`src/dpm_div_cell.sv`:
```
module dpm_div_cell #(
    parameter int W  = 32,
    parameter int DW = 12,
    parameter int Q  = 21,
    parameter int I  = 0,
    parameter int SW = 1
) (
    input  logic          i_clk,
    input  logic          i_rst_n,
    input  logic          i_en,
    input  logic          i_valid,
    input  logic [W-1:0]  i_rem,
    input  logic [DW-1:0] i_div,
    input  logic [Q-1:0]  i_quo,
    input  logic [SW-1:0] i_side,
    output logic          o_valid,
    output logic [W-1:0]  o_rem,
    output logic [DW-1:0] o_div,
    output logic [Q-1:0]  o_quo,
    output logic [SW-1:0] o_side
);

    logic [W-1:0] sh;
    logic         take;
    logic [W-1:0] n_rem;
    logic [Q-1:0] n_quo;

    // one restoring step: try divisor weighted by quotient bit I
    always_comb begin
        sh = {{(W-DW){1'b0}}, i_div} << I;
        take = (i_rem >= sh);
        n_rem = take ? (i_rem - sh) : i_rem;
        n_quo = i_quo;
        n_quo[I] = take;
    end

    always_ff @(posedge i_clk) begin
        if (!i_rst_n) begin
            o_valid <= 1'b0;
        end else if (i_en) begin
            o_valid <= i_valid;
        end
    end

    always_ff @(posedge i_clk) begin
        if (i_en) begin
            o_rem  <= n_rem;
            o_div  <= i_div;
            o_quo  <= n_quo;
            o_side <= i_side;
        end
    end

endmodule

```
`src/dpm_divider.sv`:
```
module dpm_divider #(
    parameter int W  = 32,
    parameter int DW = 12,
    parameter int Q  = 21,
    parameter int SW = 1
) (
    input  logic          i_clk,
    input  logic          i_rst_n,
    input  logic          i_en,
    input  logic          i_valid,
    input  logic [W-1:0]  i_num,
    input  logic [DW-1:0] i_div,
    input  logic [SW-1:0] i_side,
    output logic          o_valid,
    output logic [Q-1:0]  o_quo,
    output logic [SW-1:0] o_side
);

    logic          v    [0:Q];
    logic [W-1:0]  rem  [0:Q];
    logic [DW-1:0] dv   [0:Q];
    logic [Q-1:0]  quo  [0:Q];
    logic [SW-1:0] side [0:Q];

    assign v[0]    = i_valid;
    assign rem[0]  = i_num;
    assign dv[0]   = i_div;
    assign quo[0]  = '0;
    assign side[0] = i_side;

    // msb first, one quotient bit per cell
    for (genvar k = 0; k < Q; k++) begin : g_cell
        dpm_div_cell #(.W(W), .DW(DW), .Q(Q), .I(Q-1-k), .SW(SW)) u_cell (
            .i_clk   (i_clk),
            .i_rst_n (i_rst_n),
            .i_en    (i_en),
            .i_valid (v[k]),
            .i_rem   (rem[k]),
            .i_div   (dv[k]),
            .i_quo   (quo[k]),
            .i_side  (side[k]),
            .o_valid (v[k+1]),
            .o_rem   (rem[k+1]),
            .o_div   (dv[k+1]),
            .o_quo   (quo[k+1]),
            .o_side  (side[k+1])
        );
    end

    assign o_valid = v[Q];
    assign o_quo   = quo[Q];
    assign o_side  = side[Q];

endmodule

```
`config.mk`:
```
export PLATFORM = sky130hd
export DESIGN_NAME = dpm_divider
export DESIGN_NICKNAME = d
export VERILOG_FILES = /design/src/dpm_div_cell.sv /design/src/dpm_divider.sv
export SDC_FILE = /design/constraint.sdc
export NUM_CORES = 2
export LEC_CHECK = 0
export ABC_AREA = 1
export ABC_CLOCK_PERIOD_IN_PS = 5600
export BUFFER_PORTS_ARGS = -buffer_cell sky130_fd_sc_hd__buf_2
export CAP_MARGIN = 25
export CELL_PAD_IN_SITES_DETAIL_PLACEMENT = 0
export CELL_PAD_IN_SITES_GLOBAL_PLACEMENT = 1
export CORE_ASPECT_RATIO = 1.5
export CORE_MARGIN = 3
export CORE_UTILIZATION = 40
export DETAILED_ROUTE_END_ITERATION = 6
export PLACE_DENSITY = 0.75
export SYNTH_ARGS = -nofsm -noshare
export SYNTH_HDL_FRONTEND = slang
export SYNTH_HIERARCHICAL = 1
export SYNTH_SLANG_ARGS = --single-unit
```
`constraint.sdc`:
```
create_clock -name i_clk -period 5.6 [get_ports i_clk]
set_clock_uncertainty 0.1 [all_clocks]
set_input_delay 0.56 -clock i_clk [delete_from_list [all_inputs] [get_ports i_clk]]
set_output_delay 0.56 -clock i_clk [all_outputs]
set_load 0.01 [all_outputs]
```
Yosys cells after proc, flatten, opt, wreduce, memory -nomap -nowiden
Index checks and enable logic that the tools add are counted.
{"block": "op_classes", "n_addsub": 20, "magnitude_cmp": 21, "muxes": 20}
{"operator": "$mux W32", "n": 20}
{"operator": "$ge A32 B12 Y1", "n": 1}
{"operator": "$ge A32 B13 Y1", "n": 1}
{"operator": "$ge A32 B14 Y1", "n": 1}
{"operator": "$ge A32 B15 Y1", "n": 1}
{"operator": "$ge A32 B16 Y1", "n": 1}
{"operator": "$ge A32 B17 Y1", "n": 1}
{"operator": "$ge A32 B18 Y1", "n": 1}
{"operator": "$ge A32 B19 Y1", "n": 1}
{"operator": "$ge A32 B20 Y1", "n": 1}
{"operator": "$ge A32 B21 Y1", "n": 1}
{"operator": "$ge A32 B22 Y1", "n": 1}
{"operator": "$ge A32 B23 Y1", "n": 1}
{"operator": "$ge A32 B24 Y1", "n": 1}
{"operator": "$ge A32 B25 Y1", "n": 1}
{"operator": "$ge A32 B26 Y1", "n": 1}
{"operator": "$ge A32 B27 Y1", "n": 1}
{"operator": "$ge A32 B28 Y1", "n": 1}
{"operator": "$ge A32 B29 Y1", "n": 1}
{"operator": "$ge A32 B30 Y1", "n": 1}
{"operator": "$ge A32 B31 Y1", "n": 1}
{"operator": "$ge A32 B32 Y1", "n": 1}
{"operator": "$sub A32 B13 Y32", "n": 1}
{"operator": "$sub A32 B14 Y32", "n": 1}
{"operator": "other kinds (18)", "n": 18}
{"block": "word_totals", "ff_bits": 1153, "in_bits": 49, "output_inout_bits": 23, "elab_cells": 164}

Logic depth before layout (Yosys ltp)
{"block": "depth", "depth_word": 2, "mapped_depth": 15}

Hierarchy
The synthesis kept the hierarchy.
{"mod": "dpm_div_cell at g_cell[20].u_cell", "n_inst": 1, "cells_per_inst": 462, "area_each_um2": 4050.1}
{"mod": "dpm_div_cell at g_cell[19].u_cell", "n_inst": 1, "cells_per_inst": 462, "area_each_um2": 3996.3}
{"mod": "dpm_div_cell at g_cell[16].u_cell", "n_inst": 1, "cells_per_inst": 445, "area_each_um2": 3965.1}
{"mod": "dpm_div_cell at g_cell[15].u_cell", "n_inst": 1, "cells_per_inst": 458, "area_each_um2": 3916.3}
{"mod": "dpm_div_cell at g_cell[18].u_cell", "n_inst": 1, "cells_per_inst": 442, "area_each_um2": 3870.0}
{"mod": "dpm_div_cell at g_cell[17].u_cell", "n_inst": 1, "cells_per_inst": 440, "area_each_um2": 3868.7}
{"mod": "dpm_div_cell at g_cell[14].u_cell", "n_inst": 1, "cells_per_inst": 436, "area_each_um2": 3832.4}
{"mod": "dpm_div_cell at g_cell[13].u_cell", "n_inst": 1, "cells_per_inst": 436, "area_each_um2": 3781.1}
{"mod": "dpm_div_cell at g_cell[12].u_cell", "n_inst": 1, "cells_per_inst": 421, "area_each_um2": 3731.1}
{"mod": "dpm_div_cell at g_cell[11].u_cell", "n_inst": 1, "cells_per_inst": 387, "area_each_um2": 3515.9}
{"mod": "dpm_div_cell at g_cell[10].u_cell", "n_inst": 1, "cells_per_inst": 375, "area_each_um2": 3485.8}
{"mod": "dpm_div_cell at g_cell[8].u_cell", "n_inst": 1, "cells_per_inst": 345, "area_each_um2": 3457.1}
{"mod": "dpm_div_cell at g_cell[7].u_cell", "n_inst": 1, "cells_per_inst": 358, "area_each_um2": 3410.8}
{"mod": "dpm_div_cell at g_cell[9].u_cell", "n_inst": 1, "cells_per_inst": 352, "area_each_um2": 3394.5}
{"mod": "+8 rows"}

Least setup slack after synthesis
OpenSTA, ideal clock, no wires.
{"block": "synth_timing", "path_type": "reg-to-reg", "from": "reg g_cell[19].u_cell.o_div[0]", "to": "reg g_cell[20].u_cell/o_rem[4] (netlist name)", "setup_ps": 257, "arrival_ps": 1894, "required_time_ps": 5243, "setup_slack_ps": 3349, "path_stages_with_launch": 14, "path_buffers": 1, "synth_period_minus_slack_ps": 2251, "path_cell_list": "edfxtp_1 ha_1 fa_1 inv_1 nand3_1 nand3_1 nand2_1 nand2_2 nand2_4 nand3_4 inv_8 buf_12 nand2_2 o21ai_2"}
{"item": "start, declared", "line": "dpm_div_cell.sv:18", "text": "output logic [DW-1:0] o_div,"}
{"item": "start signal, assigned", "line": "dpm_div_cell.sv:48", "text": "o_div <= i_div;"}

Worst setup path in the final report
{"block": "layout_timing", "from": "reg g_cell[9].u_cell.o_rem[10]", "to": "reg g_cell[10].u_cell.o_rem[29] (data pin)"}
{"block": "layout_between", "elab_chain_len": 2}
{"item": "start, declared", "line": "dpm_div_cell.sv:17", "text": "output logic [W-1:0] o_rem,"}
{"item": "start signal, assigned", "line": "dpm_div_cell.sv:47", "text": "o_rem <= n_rem;"}
{"item": "$sub A32 B22 Y32 / $ge A32 B22 Y1 (equally long branches)", "line": "dpm_div_cell.sv:32, dpm_div_cell.sv:31"}
{"item": "$mux W32 (*)", "line": "dpm_div_cell.sv:32", "text": "n_rem = take ? (i_rem - sh) : i_rem;"}
{"item": "named net g_cell[10].u_cell.n_rem[29]", "line": "dpm_div_cell.sv:25", "text": "logic [W-1:0] n_rem;"}
{"item": "end signal, assigned", "line": "dpm_div_cell.sv:47"}
{"item": "end, declared", "line": "dpm_div_cell.sv:17"}
The timed path passes the listed nets; every way through them passes the cells marked *.
A chain may end at the register's enable or synchronous reset.

==> metrics.cfg <==
[global_route]
grt_max_degree = 154
grt-ovfl-total = 0
grt_pass1_wl_mm = 258
grt_antenna_before_repair = 1
track_usage = 0.196
grt_pass1_vias = 47591

[route]
drc = 0
wl_mm = 167
drt_iter0_markers = 2478
drt-wirelength-per-cell_um = 16.8
vias = 47654
first_pass_iters = 6
ant_nets = 0
vias_per_cell = 4.81

[finish]
fin_nets = 8024
fin_area_um2 = 72800
syn_to_final_growth_pct = 10.5
nFillCells = 15799
drive_gt1_frac = 0.104
final_cell_mix = nand2_1 (2510), inv_1 (1232), edfxtp_1 (1132)
final_common_cell = nand2_1

[critical_path]
cp.required_ps = 5890
startpoint_type = flip-flop
r2r-start = g_cell[9].u_cell/o_rem[10]
crit_start = g_cell[9].u_cell/o_rem[10]
path_max_fanout = 20
crit_type = reg2reg
crit_path_end_kind = flip-flop
crit_slowest_cell = nor2_2
cp.arrival_ps = 3310
slowest_delay_ps = 730
path_cells = inv_1 -> ha_1 -> inv_1 -> fa_1 -> a21oi_2 -> o21ai_2 -> nand2_1 -> nand2_1 -> nor2_2 -> a21oi_1

[floorplanning]
ios = 72
fp.dieW_um = 337
die_h_um = 503
start_util = 0.405
dieArea_um2 = 170000
rows = 181
coreArea_um2 = 163000

[clock_network]
clock_latency_ps = 750
clk_pin_slew_ps = 60
cts_buffers = 117
cts_sinks = 1153
cts_tree = built
htree_levels = 3
cts-root-buf = clkbuf_16
ctsLongestPathBuffers = 3

[pwr]
ir_drop_mv = 0.280
leakagePower_nw = 32.2
p_per_area_nw_per_um2 = 428
power.total_mw = 31.2

[timing]
finalSetupViolCount = 0
worst_slew_pin_slew_ps = 981
slew_viol_final = 0
final.setup.tns_ps = 0
fmax_mhz = 331
hold_viol = 0
finalCritPeriodShare = 0.539
rsz0062_at_grt = false
min_period_ps = 3020
hold_ws_ps = 84.4
relSlewSlack = 0.345

[synthesis]
syn_nets = 7838
synthCells = 7516
syn_area_um2 = 65900
avgSynthCellArea_um2 = 8.76
ys.warnings.count = 6

[placement]
io_buffers = 71
gp_congestion = 0.910
placed_area_um2 = 68400
hpwl_mm = 131

[min_path]
hold_class = in2reg
hold_path.startpoint = i_num[31]

[run]
maxCapViolCount = 0

[status]
outcome = finished clean

==> timing repair <==
action | in CTS | in global routing
resized for setup | 0 | 0
hold buffers | 41 | 0
setup buffers | 0 | 0
hold endpoints to repair | 41 | 0
==> sequential cells by signal (all words and copies together) (netlist names) <==
register               flops
g_cell.u_cell/o_div      240
g_cell.u_cell/o_quo      231
g_cell.u_cell/o_rem      640
g_cell.u_cell/o_side      21
g_cell.u_cell/o_valid     21
==> area by class of cell <==
type,instances,area (um2),share of cell area
Clock inverter,75,895,0.0123
Multi-Input combinational cell,4982,25700,0.354
Sequential cell,1153,34400,0.473
Inverter,1321,5000,0.0687
Antenna cell,2,5.00,0.0000688
Clock buffer,145,3090,0.0425
Timing Repair Buffer,127,1010,0.0139
Tap cell,2104,2630,0.0362
==> per-layer routing <==
metal | wire, um | global-route usage
met5 | 0 | 0
met4 | 6220 | 0.0766
met3 | 5200 | 0.0191
met2 | 91000 | 0.385
met1 | 64100 | 0.213
==> path summary, 6_finish.rpt <==
path         cells after the start  slack [ps]                           to
min reg2reg                      0         280  g_cell[11].u_cell/o_quo[10]
max                             10        2580  g_cell[10].u_cell/o_rem[29]
min                              3          80   g_cell[0].u_cell/o_rem[31]
max reg2reg                     10        2580  g_cell[10].u_cell/o_rem[29]
==> through the flow <==
step | setup WS, ps | instances | utilization
5_1_grt | 2340 | 9908 | 0.447
2_1_floorplan | 3370 | 7516 | -
4_1_cts | 2570 | 9907 | 0.447
6_report | 2580 | 9909 | 0.447
3_5_place_dp | 2620 | 9646 | 0.420
3_3_place_gp | 2530 | 9645 | 0.420
==> where the power goes <==
part,switching (mW),internal (mW)
registers,1.19,11.4
logic,6.99,3.57
clock network,3.42,4.64
==> critical path, delay by kind of cell (launching register included) <==
kind,cells,cell delay [ps]
DFF,1,390
adders and majority gates,2,640
buffers and inverters,2,140
and+or+nand+nor,3,870
AOI/OAI and AO/OA,3,520
Note: power is estimated with default switching activity, not from simulation.
